### src/rtl/ipv6_extension_chain_checker_assert.svh
// Assertion macros shared by the checker RTL.
`ifndef IPV6_EXTENSION_CHAIN_CHECKER_ASSERT_SVH
`define IPV6_EXTENSION_CHAIN_CHECKER_ASSERT_SVH

`ifndef ASSERT_OFF
// Checked while out of reset.
`define IECC_ASSERT(lbl, clk, rst, prop) \
  lbl: assert property (@(posedge clk) disable iff (rst) prop) \
    else $error("iecc assertion failed");
// Checked on every edge, reset included.
`define IECC_ASSERT_ALWAYS(lbl, clk, prop) \
  lbl: assert property (@(posedge clk) prop) \
    else $error("iecc assertion failed");
`else
`define IECC_ASSERT(lbl, clk, rst, prop)
`define IECC_ASSERT_ALWAYS(lbl, clk, prop)
`endif

`endif

### src/rtl/iecc_pkg.sv
`timescale 1ns / 1ps

package iecc_pkg;

  localparam int IN_DATA_W  = 40;
  localparam int OUT_DATA_W = 24;
  localparam int POS_W      = 17;

  localparam logic [7:0] NH_HOP   = 8'd0;
  localparam logic [7:0] NH_DEST  = 8'd60;
  localparam logic [7:0] NH_ROUTE = 8'd43;
  localparam logic [7:0] NH_FRAG  = 8'd44;
  localparam logic [7:0] NH_AUTH  = 8'd51;

  localparam logic [POS_W-1:0] HDR_BASE = 17'd40;

  localparam logic KIND_START = 1'b0;
  localparam logic KIND_BYTE  = 1'b1;

  localparam logic [1:0] VERDICT_ACCEPT  = 2'd0;
  localparam logic [1:0] VERDICT_DISCARD = 2'd1;
  localparam logic [1:0] VERDICT_PROBLEM = 2'd2;

  localparam logic [1:0] ICMP_BAD_HEADER = 2'd0;
  localparam logic [1:0] ICMP_UNKNOWN_OPT = 2'd2;

  localparam logic [7:0] OPT_PAD1         = 8'd0;
  localparam logic [7:0] OPT_PADN         = 8'd1;
  localparam logic [7:0] OPT_ROUTER_ALERT = 8'd5;
  localparam logic [7:0] RA_LEN           = 8'd2;

  localparam logic [1:0] ACT_SKIP         = 2'b00;
  localparam logic [1:0] ACT_DISCARD      = 2'b01;
  localparam logic [1:0] ACT_ICMP         = 2'b10;
  localparam logic [1:0] ACT_ICMP_UNICAST = 2'b11;

  typedef enum logic [13:0] {
    PH_IDLE      = 14'h0001,
    PH_HDR_FIRST = 14'h0002,
    PH_OPTH_LEN  = 14'h0004,
    PH_RT_LEN    = 14'h0008,
    PH_AH_LEN    = 14'h0010,
    PH_FRAG_RSV  = 14'h0020,
    PH_OPT_TYPE  = 14'h0040,
    PH_OPT_LEN   = 14'h0080,
    PH_OPT_DATA  = 14'h0100,
    PH_RT_TYPE   = 14'h0200,
    PH_RT_SEG    = 14'h0400,
    PH_FRAG_HI   = 14'h0800,
    PH_FRAG_LO   = 14'h1000,
    PH_SKIP      = 14'h2000
  } phase_t;

  typedef struct packed {
    logic        kind;
    logic [7:0]  first_header_type;
    logic [15:0] payload_bytes;
    logic        dest_is_multicast;
    logic        addressed_here;
    logic [7:0]  data_byte;
  } item_t;

  typedef struct packed {
    logic [1:0]       verdict;
    logic [POS_W-1:0] error_pointer;
    logic [1:0]       icmp_code;
    logic             multicast_reply_ok;
  } result_t;

  function automatic logic is_ext(input logic [7:0] t);
    is_ext = (t == NH_HOP) || (t == NH_DEST) || (t == NH_ROUTE) ||
             (t == NH_FRAG) || (t == NH_AUTH);
  endfunction

  function automatic result_t mk_result(input logic [1:0] v, input logic [POS_W-1:0] ptr,
                                        input logic [1:0] code, input logic mc);
    result_t r;
    r.verdict            = v;
    r.error_pointer      = ptr;
    r.icmp_code          = code;
    r.multicast_reply_ok = mc;
    mk_result = r;
  endfunction

endpackage

### src/rtl/iecc_walker.sv
`timescale 1ns / 1ps

module iecc_walker (
  input  logic             clk,
  input  logic             rst,
  input  logic             step,
  input  iecc_pkg::item_t  item,
  input  logic             hbh_enable,
  output logic             res_valid,
  output iecc_pkg::result_t res
);
  import iecc_pkg::*;

  phase_t           phase, phase_next;
  logic [POS_W-1:0] pos, pos_next;
  logic [POS_W-1:0] end_pos, end_pos_next;
  logic [7:0]       cur_type, cur_type_next;
  logic [POS_W-1:0] hdr_end, hdr_end_next;
  logic [7:0]       opt_left, opt_left_next;
  logic             inspect, inspect_next;
  logic [1:0]       flags, flags_next;
  logic [7:0]       frag_hi, frag_hi_next;

  logic [POS_W-1:0] pos1;
  logic [POS_W:0]   pos1_w;
  logic [POS_W-1:0] ptr_here;
  logic [POS_W-1:0] ptr_prev;
  logic [7:0]       optm1;
  logic [7:0]       b;

  assign b        = item.data_byte;
  assign pos1     = pos + 17'd1;
  assign pos1_w   = {1'b0, pos} + 18'd1;
  assign ptr_here = pos + HDR_BASE;
  assign ptr_prev = pos + HDR_BASE - 17'd1;
  assign optm1    = opt_left - 8'd1;

  always_comb begin
    logic done;
    logic skip_opt;
    done          = 1'b0;
    skip_opt      = 1'b0;
    res_valid     = 1'b0;
    res           = mk_result(VERDICT_ACCEPT, '0, ICMP_BAD_HEADER, 1'b0);
    phase_next    = phase;
    pos_next      = pos;
    end_pos_next  = end_pos;
    cur_type_next = cur_type;
    hdr_end_next  = hdr_end;
    opt_left_next = opt_left;
    inspect_next  = inspect;
    flags_next    = flags;
    frag_hi_next  = frag_hi;

    if (step && item.kind == KIND_START) begin
      cur_type_next = item.first_header_type;
      end_pos_next  = {1'b0, item.payload_bytes};
      flags_next    = {item.addressed_here, item.dest_is_multicast};
      pos_next      = '0;
      hdr_end_next  = '0;
      opt_left_next = '0;
      inspect_next  = 1'b0;
      frag_hi_next  = '0;
      if (item.payload_bytes == 16'd0 || !is_ext(item.first_header_type)) begin
        res_valid  = 1'b1;
        phase_next = PH_IDLE;
      end else begin
        phase_next = PH_HDR_FIRST;
      end
    end else if (step && phase != PH_IDLE) begin
      unique case (phase)
        PH_HDR_FIRST: begin
          cur_type_next = b;
          if (cur_type == NH_HOP || cur_type == NH_DEST) begin
            inspect_next = (cur_type == NH_HOP) ? (hbh_enable | flags[1]) : flags[1];
            phase_next   = PH_OPTH_LEN;
          end else if (cur_type == NH_ROUTE) begin
            phase_next = PH_RT_LEN;
          end else if (cur_type == NH_AUTH) begin
            phase_next = PH_AH_LEN;
          end else begin
            hdr_end_next = pos + 17'd8;
            phase_next   = PH_FRAG_RSV;
          end
        end
        PH_OPTH_LEN: begin
          hdr_end_next = pos + {6'b0, b, 3'b0} + 17'd7;
          phase_next   = inspect ? PH_OPT_TYPE : PH_SKIP;
        end
        PH_RT_LEN: begin
          hdr_end_next = pos + {6'b0, b, 3'b0} + 17'd7;
          phase_next   = PH_RT_TYPE;
        end
        PH_AH_LEN: begin
          hdr_end_next = pos + {7'b0, b, 2'b0} + 17'd7;
          phase_next   = PH_SKIP;
        end
        PH_FRAG_RSV: phase_next = PH_FRAG_HI;
        PH_FRAG_HI: begin
          frag_hi_next = b;
          phase_next   = PH_FRAG_LO;
        end
        PH_FRAG_LO: begin
          // nonzero fragment offset: later fragment, accept
          if ({frag_hi, b[7:3]} != 13'd0) begin
            done = 1'b1;
            res  = mk_result(VERDICT_ACCEPT, '0, ICMP_BAD_HEADER, 1'b0);
          end else begin
            phase_next = PH_SKIP;
          end
        end
        PH_RT_TYPE: phase_next = PH_RT_SEG;
        PH_RT_SEG: begin
          if (flags[1] && b != 8'd0) begin
            done = 1'b1;
            res  = mk_result(VERDICT_PROBLEM, ptr_prev, ICMP_BAD_HEADER, 1'b0);
          end else begin
            phase_next = PH_SKIP;
          end
        end
        PH_OPT_TYPE: begin
          if (b != OPT_PAD1) begin
            if (pos1_w >= {1'b0, hdr_end}) begin
              done = 1'b1;
              res  = mk_result(VERDICT_PROBLEM, ptr_here, ICMP_BAD_HEADER, 1'b0);
            end else begin
              opt_left_next = b;
              phase_next    = PH_OPT_LEN;
            end
          end
        end
        PH_OPT_LEN: begin
          if (pos1_w + {10'b0, b} > {1'b0, hdr_end}) begin
            done = 1'b1;
            res  = mk_result(VERDICT_PROBLEM, ptr_here, ICMP_BAD_HEADER, 1'b0);
          end else if (opt_left == OPT_PADN) begin
            skip_opt = 1'b1;
          end else if (opt_left == OPT_ROUTER_ALERT) begin
            if (b != RA_LEN) begin
              done = 1'b1;
              res  = mk_result(VERDICT_PROBLEM, ptr_here, ICMP_BAD_HEADER, 1'b0);
            end else begin
              skip_opt = 1'b1;
            end
          end else begin
            case (opt_left[7:6])
              ACT_SKIP: skip_opt = 1'b1;
              ACT_DISCARD: begin
                done = 1'b1;
                res  = mk_result(VERDICT_DISCARD, '0, ICMP_BAD_HEADER, 1'b0);
              end
              ACT_ICMP: begin
                done = 1'b1;
                res  = mk_result(VERDICT_PROBLEM, ptr_prev, ICMP_UNKNOWN_OPT, 1'b1);
              end
              ACT_ICMP_UNICAST: begin
                done = 1'b1;
                if (flags[0]) begin
                  res = mk_result(VERDICT_DISCARD, '0, ICMP_BAD_HEADER, 1'b0);
                end else begin
                  res = mk_result(VERDICT_PROBLEM, ptr_prev, ICMP_UNKNOWN_OPT, 1'b0);
                end
              end
              default: skip_opt = 1'b1;
            endcase
          end
          if (skip_opt) begin
            if (b == 8'd0) begin
              phase_next = PH_OPT_TYPE;
            end else begin
              opt_left_next = b;
              phase_next    = PH_OPT_DATA;
            end
          end
        end
        PH_OPT_DATA: begin
          opt_left_next = optm1;
          if (optm1 == 8'd0) begin
            phase_next = PH_OPT_TYPE;
          end
        end
        PH_SKIP: ;
        default: ;
      endcase

      if (done) begin
        res_valid  = 1'b1;
        phase_next = PH_IDLE;
      end else begin
        pos_next = pos1;
        if (phase_next != PH_HDR_FIRST && phase_next != PH_OPTH_LEN &&
            phase_next != PH_RT_LEN && phase_next != PH_AH_LEN &&
            pos1 == hdr_end_next) begin
          // end of header: go to the next in the chain, else accept
          if (pos1 >= end_pos || !is_ext(cur_type_next)) begin
            res_valid  = 1'b1;
            res        = mk_result(VERDICT_ACCEPT, '0, ICMP_BAD_HEADER, 1'b0);
            phase_next = PH_IDLE;
          end else begin
            phase_next = PH_HDR_FIRST;
          end
        end else if (pos1 >= end_pos) begin
          res_valid  = 1'b1;
          res        = mk_result(VERDICT_ACCEPT, '0, ICMP_BAD_HEADER, 1'b0);
          phase_next = PH_IDLE;
        end
      end
    end
  end

  always_ff @(posedge clk) begin
    if (rst) begin
      phase    <= PH_IDLE;
      pos      <= '0;
      end_pos  <= '0;
      cur_type <= '0;
      hdr_end  <= '0;
      opt_left <= '0;
      inspect  <= 1'b0;
      flags    <= '0;
      frag_hi  <= '0;
    end else begin
      phase    <= phase_next;
      pos      <= pos_next;
      end_pos  <= end_pos_next;
      cur_type <= cur_type_next;
      hdr_end  <= hdr_end_next;
      opt_left <= opt_left_next;
      inspect  <= inspect_next;
      flags    <= flags_next;
      frag_hi  <= frag_hi_next;
    end
  end

`include "ipv6_extension_chain_checker_assert.svh"

  `IECC_ASSERT(a_res_needs_step, clk, rst, res_valid |-> step)
  `IECC_ASSERT(a_idle_after_verdict, clk, rst, res_valid |=> phase == PH_IDLE)
  `IECC_ASSERT(a_clean_accept, clk, rst,
    (res_valid && res.verdict != VERDICT_PROBLEM) |->
      (res.error_pointer == '0 && res.icmp_code == ICMP_BAD_HEADER && !res.multicast_reply_ok))

endmodule

### config.mk
export PLATFORM = sky130hd
export DESIGN_NAME = iecc_walker
export DESIGN_NICKNAME = d
export VERILOG_FILES = /design/src/rtl/iecc_pkg.sv /design/src/rtl/iecc_walker.sv
export VERILOG_INCLUDE_DIRS = /design/src /design/src/rtl
export SDC_FILE = /design/constraint.sdc
export NUM_CORES = 1
export LEC_CHECK = 0
export BUFFER_PORTS_ARGS = -buffer_cell sky130_fd_sc_hd__buf_4
export CORE_MARGIN = 1.5
export CORE_UTILIZATION = 60
export DETAILED_ROUTE_END_ITERATION = 10
export PLACE_DENSITY = 0.87
export SYNTH_ARGS = -nofsm -noshare
export SYNTH_HDL_FRONTEND = slang
export SYNTH_SLANG_ARGS = --single-unit
### constraint.sdc
create_clock -name clk -period 12.7 [get_ports clk]
set_clock_uncertainty 0.1 [all_clocks]
set_input_delay 2.54 -clock clk [delete_from_list [all_inputs] [get_ports clk]]
set_output_delay 2.54 -clock clk [all_outputs]
set_load 0.01 [all_outputs]
Word-level counts from Yosys, hierarchy flattened
Cells that the tools add are included.

Add/subtract/negate cells: 11. $lt $le $gt $ge: 3. Eq/ne operators: 39. Mux-type cells: 81. Bitwise operators: 3. Reduce and logical (&&, ||, !) cells: 38.

Operator list (count): $mux 22 (14); $mux 14 (14); $pmux 14 s12 (1); $pmux 22 s3 (2); $eq 8x6->1 const B (11); $mux 17 (5); $mux 8 (9); $pmux 17 s3 (1); $logic_not 8->1 (5); $add 17x3->17 const B (2); $mux 1 (27); $pmux 8 s3 (1); $add 17x1->18 const B (1); $add 18x8->18 (1); $ge 18x17->1 (1); $gt 18x17->1 (1); $mux 6 (3); $add 17x1->17 const B (1); $add 17x10->17 (1); $add 17x11->17 (1); $add 17x4->17 const B (1); $add 17x6->17 const B (1); $eq 17x17->1 (1); $ge 17x16->1 (1); 44 further kinds (69).

Flip-flop bits (word level): 91. Bits of input ports: 39. Output and inout port bits: 23. Word-level logic and storage cells: 184.

Logic depth before layout (Yosys ltp)
Gate-level depths: netlist (run 1).

Depth in word-level cells: 21. Depth in mapped cells: 28. Mapped depth without buffers: 26.

Worst setup path before layout (run 1)
Ideal clock, no wire load.

Kind: input-to-output. Start: in item[0] in the netlist's numbering. End: out res[19] in the netlist's numbering. Arrival time: 6.787 ns. Data required time: 10.060 ns. Path slack: 3.273 ns. Stages: 24. Buffers on the path: 0. Cell sequence: ha_1 fa_1 a21o_1 a21oi_1 nor2b_1 o21ai_0 nand2b_1 a21o_1 a21oi_1 nor2_1 nand2_1 nor2_1 xnor2_1 ha_1 nor2b_1 o21ai_0 a21oi_1 o31a_1 nor3_2 nand2_1 inv_1 a21oi_1 or4_1 a21oi_1.

RTL lines: start, declared (RTL line iecc_walker.sv:7) `input iecc_pkg::item_t item,`; end, declared (RTL line iecc_walker.sv:10) `output iecc_pkg::result_t res`.

==> results.txt, run 1 <==
- P_leak: 0.004491 µW
- Area of the die: 0.01855 mm²
- Mapped Area: 0.01065 mm²
* DRC violations left: 0
- Crit-path max FO: 14
- Via Count: 12030
- Detailed Route WL: 36260 µm
- The first global-routing pass estimated 56300 µm of wire.
- Once placement completed, the tool counted placed cells totaling 1713.
- CTS tree: built
- For the worst setup path, the data required time is 10.06 ns.
- Total global-route track usage: 38.56%
* Layout cell share with drive strength beyond 1: 7.917%
- Total of max-cap violations: 0
- Synthesis produced 1504 cells.
- The finished cells cover 0.01144 mm².
- Post-synth ARST share: 0%
* Seq/Total Area, Yosys: 17.11%
* Via density per instance: 6.959
- Primary FF master, synth: dfxtp_1
* Area after DPL: 0.01109 mm²
- Area growth, synth to finish: 7.427%
- For this design, the CTS-stage hold fixing added 0 buffers.
* Final count of negative-setup-slack endpoints: 0
* Final weighted congestion in routability-driven placement: 1.004
- The number of pins with negative max-slew slack in the final report is 0.
- After detailed routing, the average wire length per cell comes to 20.98 µm.
- Util after Layout: 66.13%
- For this design the ratio of total power to cell area is 65.34 mW/mm².
* Clk root buf: clkbuf_16
- In the finished design, the share of the clock period the worst path needs comes to 86.32%.
- Once detailed placement completed, the half-perimeter wirelength came to 26840 µm.
- Entering global routing, the biggest net connects 52 pins.
- STA classifies the critical path startpoint as an input pin.
- Post-CTS setup repair buffer count: 0
- Once layout is complete, the cells apart from fillers number 1728.
* VDD IR max: 0.00006784 V
- Clock network latency to the later pin of the worst-skew pair: 0.36 ns
- Count of distinct cell types in the synthesized netlist: 89
- Dividing the synthesized area by the synthesized cell count gives 7.080 µm².
- Final critical delay including setup and external delays: 10.96 ns
* Width of the chip: 136.2 µm
- In this run the tool buffered the top-level ports with 60 buffer cells.
- Global route total overflow: 0
- Counting flops with a built-in enable in the synthesized netlist gives 0.
- Endpoint kind of the worst setup timing path: primary output
- For the pin with the worst max-slew slack, the measured transition is 1.154 ns.
- The die is 136.2 µm tall.
* Number of antenna violations at the first check in global routing: 1
* Clock-pin slew reported for the worst setup and hold paths after clock tree synthesis: 0.06 ns
- Row generation in the floorplan step produced 48 rows.
- Arr. time, crit path: 8.32 ns
* Highest clock rate: 91.21 MHz
- Synthesized netlist net count: 1636
- Once the floorplan was initialized, standard cells occupied 61.56% of the core.
* Total CTS buffers: 9
* Number of synthesized register bits: 91
- For this run, the number of Yosys warnings is 0.
- The run finished with clean final reports.
- Hold crit path type: flop to flop
- CTS H-tree depth: 3
- Max-slew headroom: 23.05%
* Vias in the first global route: 10760
- Maximum buffer depth of the clock tree: 2
- DRT iter0 DRCs: 1717
- Total Negative Setup Slacks: 0 ns
- Number of nets in the final layout: 1631
- The number of antenna diodes in the final layout is 0.
- Count of final hold-check violations: 0
- I/O pin cnt: 62
- RSZ-0062 raised after global routing: false
- The count of nets left with antenna violations once routing finished came out at 0.
- Minimum hold slack: 0.3532 ns
* Number of instances resized during post-cts repair: 0
* Core footprint: 0.01730 mm²
* Critical path type: input pin to primary output
- Clock tree synthesis found a total of 91 sinks.
- The first detailed-routing pass ran for 8 iterations.
-- cell usage after synthesis, types with 27 or more instances --
cell type,count,area [µm²]
xor2_1,35,306.5
nor4_1,27,168.9
inv_1,74,277.8
o21ai_0,70,350.3
nor3_1,46,230.2
dfxtp_1,91,1822
ha_1,91,1139
nand2_1,158,593.1
clkbuf_1,57,214.0
nand3_1,39,195.2
xnor2_1,67,586.8
a21oi_1,126,630.6
nor2_1,177,664.4
mux2i_1,29,290.3
-- critical path, stage by stage --
cell and delay [ns]:
buf_4 0.15, ha_1 0.22, fa_1 0.40, a21o_1 0.20
a21oi_1 0.24, nor2b_1 0.09, o21ai_0 0.16, nand2b_1 0.11
a21o_1 0.18, a21oi_1 0.25, nor2_1 0.12, nand2_1 0.13
nor2_1 0.06, xnor2_1 0.12, ha_1 0.31, nor2b_1 0.13
o21ai_0 0.16, a21oi_1 0.10, o31a_1 0.32, nor3_2 0.75
nand2_1 0.41, inv_1 0.17, a21oi_1 0.11, or4_1 0.56
a21oi_1 0.15, buf_4 0.16
-- routing by layer --
metal  vias up  global-route usage [%]  wire length (µm)
met3       193                   7.755              4243
met5         -                       0                 0
li1       5457                       -                 -
met1      5579                   50.66             14290
met2       797                   59.57             15540
met4         0                   20.04              2182
-- final cells by class --
class | count | area [µm²]
Timing Repair Buffer | 69 | 518.0
Multi-Input combinational cell | 1253 | 8185
Inverter | 75 | 281.5
Tap cell | 225 | 281.5
Clock inverter | 4 | 97.59
Sequential cell | 91 | 1822
Clock buffer | 11 | 252.7
Fill cell | 1552 | 5858
-- final timing paths --
path                             startpoint          end  slack (ns)  cells after the start
worst min register to register  end_pos[15]  end_pos[15]        0.35                      2
worst max register to register       pos[0]     phase[1]        5.51                     25
worst max-delay path                item[0]      res[19]        1.74                     26
worst min-delay path            end_pos[15]  end_pos[15]        0.35                      2
-- layout by cell type (no fill, tap or decap), types with 6 or more instances in the layout --
cell | synthesis | layout
nor2_1 | 177 | 177
nand2_1 | 158 | 158
a21oi_1 | 126 | 126
ha_1 | 91 | 91
dfxtp_1 | 91 | 91
inv_1 | 74 | 74
o21ai_0 | 70 | 70
buf_4 | 3 | 69
xnor2_1 | 67 | 67
nor3_1 | 46 | 46
nand3_1 | 39 | 39
xor2_1 | 35 | 35
mux2i_1 | 29 | 29
nor4_1 | 27 | 27
nand4_1 | 25 | 25
a21o_1 | 23 | 23
o22ai_1 | 23 | 23
nor2b_1 | 21 | 20
a211oi_1 | 20 | 20
o211ai_1 | 18 | 18
or4_1 | 16 | 16
o21a_1 | 15 | 15
a22oi_1 | 14 | 14
nand2b_1 | 14 | 13
and3_1 | 13 | 13
a31oi_1 | 10 | 10
o31ai_1 | 9 | 9
and2_1 | 9 | 9
clkbuf_16 | 0 | 9
o21ai_1 | 7 | 7
nand3b_1 | 7 | 7
or3_1 | 7 | 7
o2111ai_1 | 7 | 7
or2_2 | 6 | 6
and4_1 | 6 | 6
a32oi_1 | 6 | 6
-- sequential cells by signal, indices dropped and copies added, names as in the netlist, 2 cells and up --
name and count:
cur_type 8, opt_left 8, hdr_end 17, pos 17, flags 2, frag_hi 8, end_pos 16, phase 14
-- through the flow --
stage	setup slack, ns	power [µW]
floorplan	3.273	384.0
global placement	1.964	421.5
detailed placement	1.883	425.0
CTS	1.873	743.9
global route	1.416	768.0
finish	1.737	747.4
-- cells by family after synthesis --
family                     share of synthesized area, %
adders and majority gates                         11.07
muxes                                             2.832
AOI/OAI and AO/OA                                 26.06
buffers and inverters                             6.063
xor gates and xnor gates                          8.390
DFF                                               17.11
and+or+nand+nor                                   28.44
other                                           0.03522
-- power breakdown --
group	leakage [µW]	switching, µW	internal, µW
combinational	0.00359	79.0	46.7
sequential	0.000737	7.34	290
clock	0.000168	122	202
total	0.00449	208	539
(Power assumes the default switching activity.)
==> inputs of run 2 (changes only) <==
--- a/config.mk
+++ b/config.mk
@@ -11,6 +11,7 @@
 export CORE_UTILIZATION = 60
 export DETAILED_ROUTE_END_ITERATION = 10
 export PLACE_DENSITY = 0.87
+export REMOVE_ABC_BUFFERS = 1
 export SYNTH_ARGS = -nofsm -noshare
 export SYNTH_HDL_FRONTEND = slang
 export SYNTH_SLANG_ARGS = --single-unit
==> results.txt, run 2 (same netlist as run 1, synthesis figures left out) <==
- The share of cells above drive strength 1 is 7.979% (was 7.917%).
- The hold buffer count at cts was 0 (unchanged).
- The pin count of the biggest net entering global routing was 52 (unchanged).
- The kind of capture point of the worst setup path is a primary output (unchanged).
* Commonest cells after routing, fill and taps aside: nor2_1, nand2_1, a21oi_1 (unchanged)
- Clock sinks: 91 (unchanged)
* PD cells: 63.41 mW/mm² (was 65.34 mW/mm²)
- First-pass GRT wire length: 55300 µm (was 56300 µm)
- Combinational group share of total power: 17.5% (was 16.8%)
* Worst-case setup margin in the final layout: 1.729 ns (was 1.737 ns)
* CTS H-tree depth: 3 (unchanged)
- The switching component of the power was 225.1 µW (was 208.1 µW).
- Via density per instance: 6.710 (was 6.959)
* Core footprint: 0.01730 mm² (unchanged)
- The largest voltage drop on the vdd net was 0.00006243 V (was 0.00006784 V).
- The hold violation count in the final report was 0 (unchanged).
* Final weighted congestion in routability-driven placement: 0.9855 (was 1.004)
- Clock network latency to the later pin of the worst-skew pair: 0.37 ns (was 0.36 ns)
- Portion of total power attributed to sequential cells: 41.1% (was 39.8%)
- Design internal power: 497.7 µW (was 539.4 µW)
- Clock-pin slew reported for the worst setup and hold paths after clock tree synthesis: 0.07 ns (was 0.06 ns)
- Outcome: complete, no violations (unchanged).
- Most common cell after layout, fill and taps aside: nor2_1 (unchanged)
- The number of pins with negative max-slew slack in the final report came to 0 (unchanged).
- Sw Ratio: 31.14% (was 27.84%)
* Total of max-cap violations: 0 (unchanged)
* Total global-route track usage: 38.40% (was 38.56%)
- The cell with the biggest individual delay on the critical path is nor3_2 (unchanged).
- Final instance area: 0.01140 mm² (was 0.01144 mm²)
* Number of antenna violations at the first check in global routing: 0 (was 1)
- The total via count in the routed design was 11600 (was 12030).
* Transition time at the pin with the least slew margin: 1.170 ns (was 1.154 ns)
* Iteration count of the initial detailed-routing pass: 6 (was 8)
- Row count: 48 (unchanged)
- Final critical delay including setup and external delays: 10.97 ns (was 10.96 ns)
* Area of the die: 0.01855 mm² (unchanged)
- The number of design rule violations left after detail routing is 0 (unchanged).
- Crit-path max FO: 14 (unchanged)
- Number of instances resized during post-cts repair: 0 (unchanged)
- Type of element launching the critical path: input pin (unchanged)
- The type of the worst setup path is input pin to primary output (unchanged).
- Final count of negative-setup-slack endpoints: 0 (unchanged)
- The worst slew margin relative to its limit is 21.30% (was 23.05%).
* Count of input and output buffers: 60 (unchanged)
- The final antenna-violating net count is 0 (unchanged).
- I/O pin cnt: 62 (unchanged)
- The number of buffers added for setup after CTS was 0 (unchanged).
* Arr. time, crit path: 8.33 ns (was 8.32 ns)
- The leftover overflow at the end of global routing came to 0 (unchanged).
* Most repeated library cell on the critical path: a21oi_1 (unchanged)
- Detailed Route WL: 35770 µm (was 36260 µm)
- Worst stage delay on the critical path: 0.82 ns (was 0.75 ns)
* Clock network fraction of total power: 41.4% (was 43.3%)
- Number of antenna cells inserted: 0 (unchanged)
- The number of buffers added by the clock tree synthesis step came to 9 (unchanged).
* Total Negative Setup Slacks: 0 ns (unchanged)
- Area growth, synth to finish: 7.062% (was 7.427%)
- The peak clock frequency supported by timing was 91.15 MHz (was 91.21 MHz).
- Vias in the first global route: 10320 (was 10760)
- Number of nets in the final layout: 1631 (unchanged)
- The class of the tightest hold or removal check is flop to flop (unchanged).
- The post-route fraction of the period consumed by the critical path came to 86.39% (was 86.32%).
- Clk root buf: clkbuf_16 (unchanged)
* Total half-perimeter wirelength after legalization and detailed placement: 26890 µm (was 26840 µm)
- Initial Utilization: 61.56% (unchanged)
- Maximum buffer depth of the clock tree: 2 (unchanged)
- Vert. Die Dim: 136.2 µm (unchanged)
- RSZ-0062 raised after global routing: false (unchanged).
* CTS tree: built (unchanged)
* Data required time at the worst endpoint: 10.06 ns (about the same)
- Registers with the most flip-flops: hdr_end: 17 flops, pos: 17 flops, end_pos: 16 flops (unchanged)
- DRT iter0 DRCs: 1520 (was 1717)
- The pre-CTS setup slack was 1.829 ns (was 1.883 ns).
* Area after DPL: 0.01109 mm² (unchanged)
- The mean routed wirelength per cell was 20.69 µm (was 20.98 µm).
- P_leak: 0.004479 µW (was 0.004491 µW)
- Width of the chip: 136.2 µm (unchanged)
[run 2: per-stage QoR]
| step | std cells | hold slack (ns) | power (µW) | util, % |
|---|---|---|---|---|
| after global routing | 1729 | 0.3712 | 744.4 | 65.91 |
| final | 1729 | 0.3556 | 722.9 | 65.91 |
| after floorplan | 1419 | 0.3303 | 378.9 | - |
| after CTS | 1729 | 0.3571 | 719.1 | 65.91 |
| after detailed placement | 1713 | 0.3478 | 425.8 | 64.11 |
| after global placement | 1713 | 0.3420 | 423.5 | 64.11 |
[run 2: per-layer routing]
| metal | track usage (%) | up-vias | routed length (µm) |
|---|---|---|---|
| met5 | 0 | - | 0 |
| met1 | 50.64 | 5327 | 14590 |
| met4 | 16.43 | 0 | 1462 |
| met2 | 61.05 | 695 | 15970 |
| li1 | - | 5475 | - |
| met3 | 7.308 | 104 | 3744 |
[run 2: path summary, 6_finish.rpt]
path / cells after the start / endpoint / from / slack [ns]
worst max-delay path: 26 / res[19] / item[0] / 1.73
worst min-delay path: 2 / end_pos[15] / end_pos[15] / 0.36
worst max register to register: 25 / phase[1] / pos[2] / 5.29
worst min register to register: 2 / end_pos[15] / end_pos[15] / 0.36
[run 2: cell type report]
type,instances,area (µm²)
clock buffer,10,239.0
tap,225,281.5
fill,1565,5897
multi-input combinational,1253,8185
timing repair buffer,69,518.0
sequential,91,1822
clock inverter,6,72.57
inverter,75,281.5
[run 2: power by group through the flow]
| stage | logic, µW | clock network [µW] | registers, µW |
|---|---|---|---|
| after floorplan | 77.4 | 0 | 302 |
| after global placement | 120 | 0 | 303 |
| after detailed placement | 122 | 0 | 304 |
| after CTS | 123 | 299 | 297 |
| after global routing | 137 | 310 | 298 |
| final | 126 | 299 | 297 |
[run 2: critical path, delay by kind of cell]
kind | cells | cell delay (ns)
and+or+nand+nor | 9 | 2.41
AOI/OAI and AO/OA | 10 | 1.74
adders and majority gates | 3 | 0.96
buffers and inverters | 3 | 0.50
xor gates and xnor gates | 1 | 0.17
